## src/hw/rtl/irmt_pkg.sv

```systemverilog
`timescale 1ns / 1ps
`default_nettype none

package irmt_pkg;

    // event codes on the input channel
    localparam logic [1:0] CMD_START   = 2'd0;
    localparam logic [1:0] CMD_EDGE    = 2'd1;
    localparam logic [1:0] CMD_END     = 2'd2;
    localparam logic [1:0] CMD_TIMEOUT = 2'd3;

    // result action codes
    localparam logic [2:0] ACT_REJECT  = 3'd0;
    localparam logic [2:0] ACT_APPEND  = 3'd1;
    localparam logic [2:0] ACT_REPLACE = 3'd2;
    localparam logic [2:0] ACT_DELETE  = 3'd3;
    localparam logic [2:0] ACT_SEND    = 3'd4;
    localparam logic [2:0] ACT_FULL    = 3'd5;

    // configuration register indexes
    localparam logic [1:0] REG_GAP_THRESHOLD = 2'd0;
    localparam logic [1:0] REG_MIN_EDGES     = 2'd1;
    localparam logic [1:0] REG_DOUBLE_SEND   = 2'd2;
    localparam logic [1:0] REG_FULL_WAIT     = 2'd3;

    // key characters
    localparam logic [7:0] KEY_SPACE   = 8'd32;
    localparam logic [7:0] KEY_UNKNOWN = 8'd63;
    localparam logic [7:0] KEY_NONE    = 8'd46;
    localparam logic [7:0] KEY_A       = 8'd97;
    localparam logic [7:0] KEY_D       = 8'd100;
    localparam logic [7:0] KEY_G       = 8'd103;
    localparam logic [7:0] KEY_J       = 8'd106;
    localparam logic [7:0] KEY_M       = 8'd109;
    localparam logic [7:0] KEY_P       = 8'd112;
    localparam logic [7:0] KEY_T       = 8'd116;
    localparam logic [7:0] KEY_W       = 8'd119;
    localparam logic [7:0] KEY_DELETE  = 8'd127;
    localparam logic [7:0] KEY_SEND    = 8'd128;

    // remote button codes
    localparam logic [7:0] CODE_SPACE  = 8'd255;
    localparam logic [7:0] CODE_ONE    = 8'd252;
    localparam logic [7:0] CODE_ABC    = 8'd253;
    localparam logic [7:0] CODE_DEF    = 8'd240;
    localparam logic [7:0] CODE_GHI    = 8'd247;
    localparam logic [7:0] CODE_JKL    = 8'd244;
    localparam logic [7:0] CODE_MNO    = 8'd241;
    localparam logic [7:0] CODE_PQRS   = 8'd192;
    localparam logic [7:0] CODE_TUV    = 8'd223;
    localparam logic [7:0] CODE_WXYZ   = 8'd220;
    localparam logic [7:0] CODE_DELETE = 8'd196;
    localparam logic [7:0] CODE_SEND   = 8'd130;

    typedef struct packed {
        logic [1:0]  cmd;
        logic [31:0] timestamp;
        logic [31:0] wait_ticks;
    } in_word_t;

    typedef struct packed {
        logic [2:0] action;
        logic [7:0] char_code;
        logic [7:0] position;
        logic [7:0] raw_code;
    } out_word_t;

    // datapath micro-operations
    typedef enum logic [2:0] {
        U_EVENT  = 3'd0,  // take a word, handle start, edge and timeout at once
        U_OPEN   = 3'd1,  // disarm, set up the stamp walk
        U_NOP    = 3'd2,
        U_READ   = 3'd3,  // read one stamp, advance read pointer
        U_ACCUM  = 3'd4,  // gap compare, shift one code bit
        U_KEY    = 3'd5,  // map code to key
        U_TAP    = 3'd6,  // multi-tap action, emit result
        U_REJECT = 3'd7   // emit rejected frame
    } uop_t;

    // jump conditions
    typedef enum logic [2:0] {
        C_NEXT      = 3'd0,
        C_ALWAYS    = 3'd1,
        C_NO_END    = 3'd2,
        C_NOT_ARMED = 3'd3,
        C_BAD_FRAME = 3'd4,
        C_MORE      = 3'd5
    } cond_t;

    localparam int PC_W = 3;

    typedef struct packed {
        uop_t            uop;
        cond_t           cond;
        logic [PC_W-1:0] target;
        logic            emit;
    } ctrl_word_t;

    // sequencer to datapath
    typedef struct packed {
        uop_t uop;
        logic fire;
        logic idle;
    } seq_ctrl_t;

    // datapath to sequencer
    typedef struct packed {
        logic frame_end;
        logic not_armed;
        logic bad_frame;
        logic more;
        logic out_free;
    } seq_status_t;

    function automatic logic [7:0] key_of(input logic [7:0] code);
        logic [7:0] k;
        case (code)
            CODE_SPACE:  k = KEY_SPACE;
            CODE_ONE:    k = KEY_UNKNOWN;
            CODE_ABC:    k = KEY_A;
            CODE_DEF:    k = KEY_D;
            CODE_GHI:    k = KEY_G;
            CODE_JKL:    k = KEY_J;
            CODE_MNO:    k = KEY_M;
            CODE_PQRS:   k = KEY_P;
            CODE_TUV:    k = KEY_T;
            CODE_WXYZ:   k = KEY_W;
            CODE_DELETE: k = KEY_DELETE;
            CODE_SEND:   k = KEY_SEND;
            default:     k = KEY_UNKNOWN;
        endcase
        return k;
    endfunction

endpackage

`default_nettype wire

```

## src/hw/rtl/ir_remote_multitap_decoder_core.sv

```systemverilog
`timescale 1ns / 1ps
`default_nettype none

// ir remote multi-tap decoder
// input channel (in_valid / in_stall / in_data) carries receiver event words:
//   frame start with the idle timer reading, edge with its timestamp,
//   frame end, idle timeout
// start, edge and timeout words are handled in the idle step and give no result
// a frame end word starts a microcoded walk over the stamp window:
//   a registered memory read, then a gap compare, for each stamp
// the block takes no new word (in_stall high) while the walk runs
// output channel (out_valid / out_stall / out_data) gives at most one word per
//   frame end from an output register; while the receiver stalls, the word holds
//   and a following result step waits, but start, edge and timeout words are
//   still taken
// configuration writes (cfg_valid / cfg_ready) are always ready and are meant
//   for an idle block
// reset clears the sequencer, the key state and the registers to their defaults;
//   the stamp window is not cleared, only stamps of the current frame are read
module ir_remote_multitap_decoder_core #(
    parameter int WINDOW     = 8,
    parameter int MSG_LEN    = 256,
    parameter int EDGE_LIMIT = 128
) (
    input  wire                  clk,
    input  wire                  rst_n,
    input  wire                  in_valid,
    output logic                 in_stall,
    input  irmt_pkg::in_word_t   in_data,
    output logic                 out_valid,
    input  wire                  out_stall,
    output irmt_pkg::out_word_t  out_data,
    input  wire                  cfg_valid,
    output logic                 cfg_ready,
    input  wire [1:0]            cfg_index,
    input  wire [31:0]           cfg_data
);
    import irmt_pkg::*;

    localparam int PTR_W = (WINDOW > 1) ? $clog2(WINDOW) : 1;
    localparam logic [PTR_W-1:0] PTR_LAST = PTR_W'(WINDOW - 1);
    localparam logic [7:0] WINDOW_8   = 8'(WINDOW);
    localparam logic [7:0] EDGE_LIM_8 = 8'(EDGE_LIMIT);
    localparam logic [7:0] MSG_LIMIT  = (MSG_LEN - 1 > 255) ? 8'd255 : 8'(MSG_LEN - 1);

    seq_ctrl_t   ctrl;
    seq_status_t status;

    // config registers
    logic [31:0] gap_thr_reg,   gap_thr_next;
    logic [7:0]  min_edges_reg, min_edges_next;
    logic [31:0] ds_limit_reg,  ds_limit_next;
    logic [31:0] full_wait_reg, full_wait_next;

    // frame capture state
    logic             armed_reg,      armed_next;
    logic [7:0]       edge_total_reg, edge_total_next;
    logic [PTR_W-1:0] wr_ptr_reg,     wr_ptr_next;

    // stamp walk
    logic [PTR_W-1:0] rd_ptr_reg, rd_ptr_next;
    logic [PTR_W-1:0] k_reg,      k_next;
    logic             first_reg,  first_next;
    logic             bit_reg,    bit_next;
    logic [7:0]       code_reg,   code_next;
    logic [31:0]      prev_reg,   prev_next;
    logic [7:0]       key_reg,    key_next;
    logic [31:0]      rd_data_reg;

    // key state
    logic       new_letter_reg, new_letter_next;
    logic [7:0] last_key_reg,   last_key_next;
    logic [1:0] tap_reg,        tap_next;
    logic [7:0] cursor_reg,     cursor_next;

    logic      out_valid_reg, out_valid_next;
    out_word_t out_data_reg,  out_data_next;

    logic [31:0] stamp_mem [WINDOW];

    logic in_fire;
    logic out_free;
    logic step;
    logic mem_we;
    logic rd_en;
    logic [31:0] gap;
    logic toggle;
    logic [7:0] cur_dec;
    logic [1:0] tap_inc;

    assign in_stall  = !ctrl.idle;
    assign in_fire   = in_valid && !in_stall;
    assign out_free  = !out_valid_reg || !out_stall;
    assign step      = ctrl.fire;
    assign cfg_ready = 1'b1;

    assign status.frame_end = in_fire && (in_data.cmd == CMD_END);
    assign status.not_armed = !armed_reg;
    assign status.bad_frame = (edge_total_reg <= min_edges_reg) || (edge_total_reg < WINDOW_8);
    assign status.more      = (k_reg != PTR_LAST);
    assign status.out_free  = out_free;

    irmt_seq u_seq (
        .clk    (clk),
        .rst_n  (rst_n),
        .status (status),
        .ctrl   (ctrl)
    );

    // wrapping stamp difference, the first stamp never toggles
    assign gap     = rd_data_reg - prev_reg;
    assign toggle  = !first_reg && (gap > gap_thr_reg);
    assign cur_dec = (cursor_reg == 8'd0) ? 8'd0 : cursor_reg - 8'd1;

    // tap count wraps at 4 on the four-letter keys, else at 3
    always_comb
    begin
        if (key_reg == KEY_P || key_reg == KEY_W)
        begin
            tap_inc = tap_reg + 2'd1;
        end
        else
        begin
            case (tap_reg)
                2'd0:    tap_inc = 2'd1;
                2'd1:    tap_inc = 2'd2;
                2'd2:    tap_inc = 2'd0;
                default: tap_inc = 2'd1;
            endcase
        end
    end

    always_comb
    begin
        gap_thr_next    = gap_thr_reg;
        min_edges_next  = min_edges_reg;
        ds_limit_next   = ds_limit_reg;
        full_wait_next  = full_wait_reg;
        armed_next      = armed_reg;
        edge_total_next = edge_total_reg;
        wr_ptr_next     = wr_ptr_reg;
        rd_ptr_next     = rd_ptr_reg;
        k_next          = k_reg;
        first_next      = first_reg;
        bit_next        = bit_reg;
        code_next       = code_reg;
        prev_next       = prev_reg;
        key_next        = key_reg;
        new_letter_next = new_letter_reg;
        last_key_next   = last_key_reg;
        tap_next        = tap_reg;
        cursor_next     = cursor_reg;
        out_data_next   = out_data_reg;
        out_valid_next  = out_valid_reg && out_stall;
        mem_we          = 1'b0;
        rd_en           = 1'b0;

        if (cfg_valid && cfg_ready)
        begin
            case (cfg_index)
                REG_GAP_THRESHOLD: gap_thr_next   = cfg_data;
                REG_MIN_EDGES:     min_edges_next = cfg_data[7:0];
                REG_DOUBLE_SEND:   ds_limit_next  = cfg_data;
                REG_FULL_WAIT:     full_wait_next = cfg_data;
                default:           gap_thr_next   = gap_thr_reg;
            endcase
        end

        if (step)
        begin
            case (ctrl.uop)
                U_EVENT:
                begin
                    if (in_fire)
                    begin
                        case (in_data.cmd)
                            CMD_START:
                            begin
                                edge_total_next = 8'd0;
                                wr_ptr_next     = '0;
                                armed_next      = (in_data.wait_ticks < ds_limit_reg) ||
                                                  (in_data.wait_ticks == full_wait_reg);
                            end
                            CMD_EDGE:
                            begin
                                if (armed_reg && edge_total_reg < EDGE_LIM_8)
                                begin
                                    mem_we          = 1'b1;
                                    edge_total_next = edge_total_reg + 8'd1;
                                    wr_ptr_next     = (wr_ptr_reg == PTR_LAST) ? '0 :
                                                      wr_ptr_reg + 1'b1;
                                end
                            end
                            CMD_TIMEOUT:
                            begin
                                new_letter_next = 1'b1;
                            end
                            default:
                            begin
                                // frame end is taken up by the microprogram
                                armed_next = armed_reg;
                            end
                        endcase
                    end
                end
                U_OPEN:
                begin
                    armed_next  = 1'b0;
                    rd_ptr_next = wr_ptr_reg;   // oldest stamp of the window
                    k_next      = '0;
                    first_next  = 1'b1;
                    bit_next    = 1'b1;
                    code_next   = 8'd0;
                end
                U_READ:
                begin
                    rd_en       = 1'b1;
                    rd_ptr_next = (rd_ptr_reg == PTR_LAST) ? '0 : rd_ptr_reg + 1'b1;
                end
                U_ACCUM:
                begin
                    bit_next   = bit_reg ^ toggle;
                    code_next  = {code_reg[6:0], bit_reg ^ toggle};
                    prev_next  = rd_data_reg;
                    first_next = 1'b0;
                    k_next     = k_reg + 1'b1;
                end
                U_KEY:
                begin
                    key_next = key_of(code_reg);
                end
                U_TAP:
                begin
                    out_valid_next  = 1'b1;
                    last_key_next   = key_reg;
                    new_letter_next = 1'b0;
                    if (key_reg == KEY_DELETE)
                    begin
                        cursor_next   = cur_dec;
                        out_data_next = '{ACT_DELETE, 8'd0, cur_dec, code_reg};
                    end
                    else if (key_reg == KEY_SEND)
                    begin
                        cursor_next   = 8'd0;
                        out_data_next = '{ACT_SEND, KEY_NONE, cursor_reg, code_reg};
                    end
                    else if (key_reg == KEY_SPACE || new_letter_reg || key_reg != last_key_reg)
                    begin
                        tap_next = 2'd0;
                        if (cursor_reg >= MSG_LIMIT)
                        begin
                            out_data_next = '{ACT_FULL, key_reg, cursor_reg, code_reg};
                        end
                        else
                        begin
                            out_data_next = '{ACT_APPEND, key_reg, cursor_reg, code_reg};
                            cursor_next   = cursor_reg + 8'd1;
                        end
                    end
                    else
                    begin
                        // same key again: cycle the letter in place
                        tap_next      = tap_inc;
                        out_data_next = '{ACT_REPLACE, key_reg + {6'd0, tap_inc}, cur_dec,
                                          code_reg};
                        cursor_next   = cur_dec + 8'd1;
                    end
                end
                U_REJECT:
                begin
                    out_valid_next = 1'b1;
                    out_data_next  = '{ACT_REJECT, 8'd0, 8'd0, 8'd0};
                end
                default:
                begin
                    key_next = key_reg;
                end
            endcase
        end
    end

    always_ff @(posedge clk or negedge rst_n)
    begin
        if (!rst_n)
        begin
            gap_thr_reg    <= 32'd100000;
            min_edges_reg  <= 8'd20;
            ds_limit_reg   <= 32'd64000000;
            full_wait_reg  <= 32'd80000000;
            armed_reg      <= 1'b0;
            edge_total_reg <= 8'd0;
            wr_ptr_reg     <= '0;
            rd_ptr_reg     <= '0;
            k_reg          <= '0;
            first_reg      <= 1'b1;
            new_letter_reg <= 1'b1;
            last_key_reg   <= KEY_NONE;
            tap_reg        <= 2'd0;
            cursor_reg     <= 8'd0;
            out_valid_reg  <= 1'b0;
        end
        else
        begin
            gap_thr_reg    <= gap_thr_next;
            min_edges_reg  <= min_edges_next;
            ds_limit_reg   <= ds_limit_next;
            full_wait_reg  <= full_wait_next;
            armed_reg      <= armed_next;
            edge_total_reg <= edge_total_next;
            wr_ptr_reg     <= wr_ptr_next;
            rd_ptr_reg     <= rd_ptr_next;
            k_reg          <= k_next;
            first_reg      <= first_next;
            new_letter_reg <= new_letter_next;
            last_key_reg   <= last_key_next;
            tap_reg        <= tap_next;
            cursor_reg     <= cursor_next;
            out_valid_reg  <= out_valid_next;
        end
    end

    // payload registers
    always_ff @(posedge clk)
    begin
        bit_reg      <= bit_next;
        code_reg     <= code_next;
        prev_reg     <= prev_next;
        key_reg      <= key_next;
        out_data_reg <= out_data_next;
    end

    // stamp window memory, registered read
    always_ff @(posedge clk)
    begin
        if (mem_we)
        begin
            stamp_mem[wr_ptr_reg] <= in_data.timestamp;
        end
        if (rd_en)
        begin
            rd_data_reg <= stamp_mem[rd_ptr_reg];
        end
    end

    assign out_valid = out_valid_reg;
    assign out_data  = out_data_reg;

endmodule

`default_nettype wire

```

## src/hw/rtl/irmt_seq.sv

```systemverilog
`timescale 1ns / 1ps
`default_nettype none

module irmt_seq (
    input  wire                    clk,
    input  wire                    rst_n,
    input  irmt_pkg::seq_status_t  status,
    output irmt_pkg::seq_ctrl_t    ctrl
);
    import irmt_pkg::*;

    localparam logic [PC_W-1:0] ST_IDLE   = 3'd0;
    localparam logic [PC_W-1:0] ST_OPEN   = 3'd1;
    localparam logic [PC_W-1:0] ST_CHECK  = 3'd2;
    localparam logic [PC_W-1:0] ST_READ   = 3'd3;
    localparam logic [PC_W-1:0] ST_ACCUM  = 3'd4;
    localparam logic [PC_W-1:0] ST_KEY    = 3'd5;
    localparam logic [PC_W-1:0] ST_TAP    = 3'd6;
    localparam logic [PC_W-1:0] ST_REJECT = 3'd7;

    // microprogram
    function automatic ctrl_word_t rom(input logic [PC_W-1:0] pc);
        ctrl_word_t w;
        case (pc)
            ST_IDLE:   w = '{U_EVENT,  C_NO_END,    ST_IDLE,   1'b0};
            ST_OPEN:   w = '{U_OPEN,   C_NOT_ARMED, ST_IDLE,   1'b0};
            ST_CHECK:  w = '{U_NOP,    C_BAD_FRAME, ST_REJECT, 1'b0};
            ST_READ:   w = '{U_READ,   C_NEXT,      ST_IDLE,   1'b0};
            ST_ACCUM:  w = '{U_ACCUM,  C_MORE,      ST_READ,   1'b0};
            ST_KEY:    w = '{U_KEY,    C_NEXT,      ST_IDLE,   1'b0};
            ST_TAP:    w = '{U_TAP,    C_ALWAYS,    ST_IDLE,   1'b1};
            ST_REJECT: w = '{U_REJECT, C_ALWAYS,    ST_IDLE,   1'b1};
            default:   w = '{U_NOP,    C_ALWAYS,    ST_IDLE,   1'b0};
        endcase
        return w;
    endfunction

    logic [PC_W-1:0] pc_reg;
    logic [PC_W-1:0] pc_next;
    ctrl_word_t      word;
    logic            hold;
    logic            taken;

    assign word = rom(pc_reg);
    // a result step waits for a free output register
    assign hold = word.emit && !status.out_free;

    always_comb
    begin
        case (word.cond)
            C_NEXT:      taken = 1'b0;
            C_ALWAYS:    taken = 1'b1;
            C_NO_END:    taken = !status.frame_end;
            C_NOT_ARMED: taken = status.not_armed;
            C_BAD_FRAME: taken = status.bad_frame;
            C_MORE:      taken = status.more;
            default:     taken = 1'b1;
        endcase
        if (hold)
        begin
            pc_next = pc_reg;
        end
        else if (taken)
        begin
            pc_next = word.target;
        end
        else
        begin
            pc_next = pc_reg + 1'b1;
        end
    end

    always_ff @(posedge clk or negedge rst_n)
    begin
        if (!rst_n)
        begin
            pc_reg <= ST_IDLE;
        end
        else
        begin
            pc_reg <= pc_next;
        end
    end

    assign ctrl.uop  = word.uop;
    assign ctrl.fire = !hold;
    assign ctrl.idle = (pc_reg == ST_IDLE);

endmodule

`default_nettype wire

```

## config.mk

```make
export PLATFORM = sky130hd
export DESIGN_NAME = ir_remote_multitap_decoder_core
export DESIGN_NICKNAME = d
export VERILOG_FILES = /design/src/hw/rtl/irmt_pkg.sv /design/src/hw/rtl/ir_remote_multitap_decoder_core.sv /design/src/hw/rtl/irmt_seq.sv
export SDC_FILE = /design/constraint.sdc
export NUM_CORES = 1
export LEC_CHECK = 0
export BUFFER_PORTS_ARGS = -buffer_cell sky130_fd_sc_hd__buf_4
export CORE_MARGIN = 10
export CORE_UTILIZATION = 61
export CTS_CLUSTER_DIAMETER = 40
export DETAILED_ROUTE_END_ITERATION = 10
export PLACE_DENSITY = 0.86
export RECOVER_POWER = 100
export SYNTH_ARGS = -nofsm -noshare
export SYNTH_HDL_FRONTEND = slang
export SYNTH_SLANG_ARGS = --single-unit
```

## constraint.sdc

```tcl
create_clock -name clk -period 6.4 [get_ports clk]
set_input_delay 0.32 -clock clk [delete_from_list [all_inputs] [get_ports clk]]
set_output_delay 0.32 -clock clk [all_outputs]
set_load 0.01 [all_outputs]
```

; Word-level counts from Yosys, hierarchy flattened
; Memories as Yosys holds them, arrays and structs flattened. A register that Yosys moved wholly into a read port is not among the register bits.
; Cells that the tools add are included.
[classes]
add_sub_neg = 11
order_cmp = 6
eq_ne = 44
muxes = 44
bitwise_logic = 4
reduce_logical = 47
[op_table]
columns = operator, n
row1 = $mux 27, 4
row2 = $eq 8x8->1 const B, 12
row3 = $pmux 8 s11, 1
row4 = $pmux 27 s2, 1
row5 = $mux 8, 6
row6 = $eq 32x32->1, 1
row7 = $gt 32x32->1, 1
row8 = $lt 32x32->1, 1
row9 = $pmux 8 s2, 2
row10 = $sub 32x32->32, 1
row11 = $add 8x1->8 const B, 3
row12 = $eq 3x3->1 const B, 8
row13 = $eq 8x7->1 const B, 3
row14 = $reduce_and 2->1, 10
row15 = $pmux 3 s2, 3
row16 = $mux 1, 15
row17 = $add 3x1->3 const B, 4
row18 = $mux 3, 4
row19 = $reduce_and 4->1, 3
row20 = $reduce_bool 2->1, 6
row21 = $eq 2x2->1 const B, 5
row22 = $eq 3x2->1 const B, 3
row23 = $logic_not 3->1, 3
row24 = $add 8x2->8, 1
row25 = other kinds (28), 55
[word_totals]
reg_bits = 222
mem_bits_rw = 256
romBits = 80
input_bits = 105
output_inout_bits = 30
elab_cells = 182
n_memories = 2
[mem_list]
columns = memory, depth, word_bits, rd, rd_clocked_by_memory_dff, write_ports, line
row1 = stamp_mem, 8, 32, 1, 1, 1, ir_remote_multitap_decoder_core.sv:79  ; logic [31:0] stamp_mem [WINDOW];
row2 = (name not given), 8, 10, 1, 0, 0, irmt_seq.sv:24  ; case (pc)

; Longest topological paths before layout
[depth]
ltp_word = 9
ltp_mapped = 21
ltp_nobuf = 21

; Cells and area by module
; From an unflattened synthesis, not the netlist that was laid out.
[hier_totals]
hier_cells = 1793
area_unflattened_um2 = 24372.1
[by_module_without_submodules]
columns = mod, n_inst, cells_per_inst, area_per_inst_um2, seq_area_each_um2
row1 = ir_remote_multitap_decoder_core, 1, 1757, 24045.6, 14545.2
row2 = irmt_seq, 1, 36, 326.6, 75.1

; Least setup slack after synthesis
; No wires, ideal clock.
[synth_path]
path_type = reg-to-reg
start = register u_seq.pc_reg[1]
end = memory stamp_mem[0][0] (enable)
setup_time_ns = 0.501
t_arrival_ns = 4.563
t_required_ns = 5.899
setup_slack_ns = 1.336
path_stages_with_launch = 8
n_path_buf = 0
synth_period_minus_slack_ns = 5.064
cell_sequence = dfrtp_1 > inv_1 > ha_1 > nor2b_1 > nand2_1 > nor4b_2 > nand2_1 > nor4_1
[synth_between]
elab_chain_cells = 7
elab_cells_between_ends = 10
classes_between = mux (5) / reduce/logical (4) / memory (1)
[synth_lines]
columns = item, line
row1 = "start, declared", irmt_seq.sv:38  ; logic [PC_W-1:0] pc_reg;
row2 = "start signal, assigned", irmt_seq.sv:81  ; pc_reg <= pc_next;
row3 = branches (longest 4 deep; another with $mem_v2 8x10), -
row4 = $mux 1 *, ir_remote_multitap_decoder_core.sv:169  ; if (step)
row5 = $mux 1 *, ir_remote_multitap_decoder_core.sv:335  ; if (mem_we)
row6 = $mux 1 (implied by the code) *, ir_remote_multitap_decoder_core.sv:337  ; stamp_mem[wr_ptr_reg] <= in_data.timestamp;
row7 = "end, declared", ir_remote_multitap_decoder_core.sv:79
; Every way passes the cells marked *.

; Final worst setup path
[layout_path]
start = register u_seq.pc_reg[1]
end = memory stamp_mem[2][29] (enable)
; The elaborated chain is that of the path after synthesis.

==> key figures <==
Routing
  – First DRT Iteration DRCs: 1441
  – DRC: 0
  – Vias: 15760
  – TritonRoute pass-1 iters: 7
  – Post-DRT Antenna Nets: 0
  – Via-per-instance ratio: 6.125
  – WL/cell: 22.68 um
  – Detailed Route WL: 58360 um

Synthesis
  – Syn avg cell area: 13.59 um^2
  – Yosys cell types: 77
  – Flops & latches, synth: 510
  – Net Count, Synth: 2013
  – Ys async rst share: 0.2863
  – Top cells by area, synth: edfxtp_1, dfrtp_1, ha_1
  – Top-area cell type share of the netlist area: 0.4508
  – Yosys top cell by area: edfxtp_1
  – Ys Warns: 0
  – Sequential share of the synthesized area: 0.6030
  – Post-synth EDFFs: 364
  – Post-Synthesis Cells: 1784
  – Area of the mapped netlist: 24250 um^2
  – Predominant post-synthesis flop cell: edfxtp_1

Global routing
  – Total GRT Usage: 0.2455
  – First-pass GRT wire length: 92020 um
  – Largest net degree at the start of global routing: 91
  – Overflow after GRT: 0
  – Antenna violations before repair: 2
  – Vias in the first global route: 16380

Placement
  – Post-DP HPWL: 35050 um
  – Gp weighted congestion: 0.8755
  – Input/output buffers: 133

Power
  – Final Total Pwr: 12060 uW
  – P per Cell Area: 426.2 nW/um^2
  – Max VDD drop: 0.3134 mV
  – Static leakage: 0.01102 uW

Worst hold path
  – Worst hold-check path type: in -> reg
  – Worst hold stages: 3

Timing
  – Endpoints failing setup: 0
  – Worst slew pin tran: 4731 ps
  – Tmin final: 4962 ps
  – Achievable Freq: 0.2016 GHz
  – Fin crit share: 0.7752
  – Relative slew slack: -2.154
  – Max Slew Vio Count: 622
  – Post-Route Skew: 38.98 ps
  – RSZ-0062 raised after global routing: false
  – Setup_tns: 0 ps
  – Hold Vio Cnt, Final: 0

Final layout
  – Fin nets: 2230
  – Multi-input gate area: 8853 um^2
  – # fillers: 2370
  – Commonest non-fill, non-tap cell in the layout: edfxtp_1
  – Layout area overhead: 16.76%
  – Most flop-heavy register: stamp_mem
  – FF/Latch Area: 14630 um^2
  – Largest register FFs: 256
  – Most frequent cells in the layout: edfxtp_1, inv_1, ha_1
  – Proportion of layout cells with a drive suffix above 1: 0.1875

Floorplan
  – Top Ports: 135
  – Die Footprint: 48120 um^2
  – Die Y-Extent: 219.4 um
  – Cell Rows: 72
  – Die X: 219.4 um
  – Area of the core: 39010 um^2
  – Initial Utilization: 0.6216

Critical path
  – Worst EP arrival: 5100 ps
  – CP delay by family, top: buffers and inverters
  – Crit. End Element: flip-flop
  – Startpoint type of the worst setup path: flip-flop
  – Critical path buffers and inverters: 2
  – CP max FO: 32
  – Worst path required time: 6540 ps
  – Kind of critical path: reg -> reg
  – CP Depth: 8
  – Critical path's slowest cell: clkbuf_1
  – Reg2reg path depth: 8
  – Critical path, cell by cell: inv_1 -> ha_1 -> nor2b_1 -> nand2_1 -> nor4b_1 -> nand2_1 -> nor3_1 -> clkbuf_1
  – CP dominant cell by count: nand2_1
  – Largest stage delay, worst path: 1780 ps

Job
  – MaxCap Viol Count: 15

Clock network
  – Cts bufs inserted: 67
  – CTS Root Cell: clkbuf_16
  – CTS tree: done
  – CTS clk-pin slew, worst paths: 60 ps
  – Sink Count: 510
  – CTS max path bufs: 3
  – Clock latency on the worst-skew pair: 610 ps
  – # H-tree levels: 3

Run status
  – Run status: finished with violations
  – Failing checks: max-capacitance violations, max-slew violations
cells in the mapped netlist, types with 27 or more instances:
library cell	count
edfxtp_1	364
inv_1	135
ha_1	122
dfrtp_1	117
nand2_1	115
mux2_2	109
nor2_1	85
a21oi_1	81
o21ai_0	80
mux4_2	64
xor2_1	58
clkbuf_1	47
a21o_1	34
nand3_1	30
xnor2_1	30
dfstp_2	29
nand4_1	27
path summary, 6_finish.rpt:
path	slack, ps	startpoint	to
min in group asynchronous	1960	rst_n	ds_limit_reg[17]
worst max-delay path	1440	u_seq.pc_reg[1]	stamp_mem[2][29]
worst max register to register	1440	u_seq.pc_reg[1]	stamp_mem[2][29]
worst min register to register	460	rd_data_reg[0]	prev_reg[0]
max in group asynchronous	1770	rst_n	rd_ptr_reg[0]
worst min-delay path	20	cfg_data[30]	gap_thr_reg[30]
per-layer routing:
metal,global-route usage,part of all wire,vias to the layer above
met5,0,0,-
met1,0.3043,0.40,7825
met3,0.05213,0.076,138
met2,0.4163,0.50,732
met4,0.09331,0.032,0
li1,-,-,7064
through the flow:
step                      area (um^2)  cells  hold WS, ps    util  worst slack, ps
final                           28310   2573        18.53  0.7258             1438
after global routing            28300   2571        7.163  0.7256            948.8
after CTS                       28660   2571        1.604  0.7346             1845
after detailed placement        25820   2389        445.7  0.6620             1866
after global placement          25820   2389        433.5  0.6620             2060
after floorplan                 24250   1784        24.41       -             1336
worst register-to-register path: cells and delay by family (launching register included):
kind,cells,cell delay [ps]
adders and majority gates,1,440
buffers and inverters,2,1900
DFF,1,470
and+or+nand+nor,5,1680
final cells by class:
cell class | instances | share of cell area
inverters | 136 | 0.01803
repair buffers | 214 | 0.05114
diodes | 2 | 0.0001768
clock inverters | 46 | 0.01662
clock buffers | 75 | 0.06179
well taps | 518 | 0.02289
flip-flops and latches | 510 | 0.5166
multi-input cells | 1072 | 0.3127
report_power, final:
| group | internal, uW | switching (uW) | leakage, uW |
|---|---|---|---|
| registers | 4150 | 374 | 0.00502 |
| clock network | 2130 | 1560 | 0.00107 |
| logic | 1720 | 2130 | 0.00493 |
| total | 8000 | 4070 | 0.0110 |
logic make-up after synthesis:
| logic type | count (synthesis) | share of synthesized area |
|---|---|---|
| XOR/XNOR | 88 | 0.03179 |
| buffers and inverters | 202 | 0.03220 |
| AO/OA/AOI/OAI | 282 | 0.07230 |
| AND/OR/NAND/NOR | 394 | 0.08179 |
| flip-flops | 510 | 0.6030 |
| adder cells (fa/ha/maj) | 124 | 0.06461 |
| other | 1 | 0.0001547 |
| multiplexers | 183 | 0.1142 |
what timing repair did:
item | in CTS | in global routing
hold buffers | 61 | 0
hold endpoints to repair | 396 | 0
setup endpoints to repair | 0 | 0
gates resized for setup | 0 | 0
setup buffers | 0 | 0
Power figures use the tool's default switching activity.
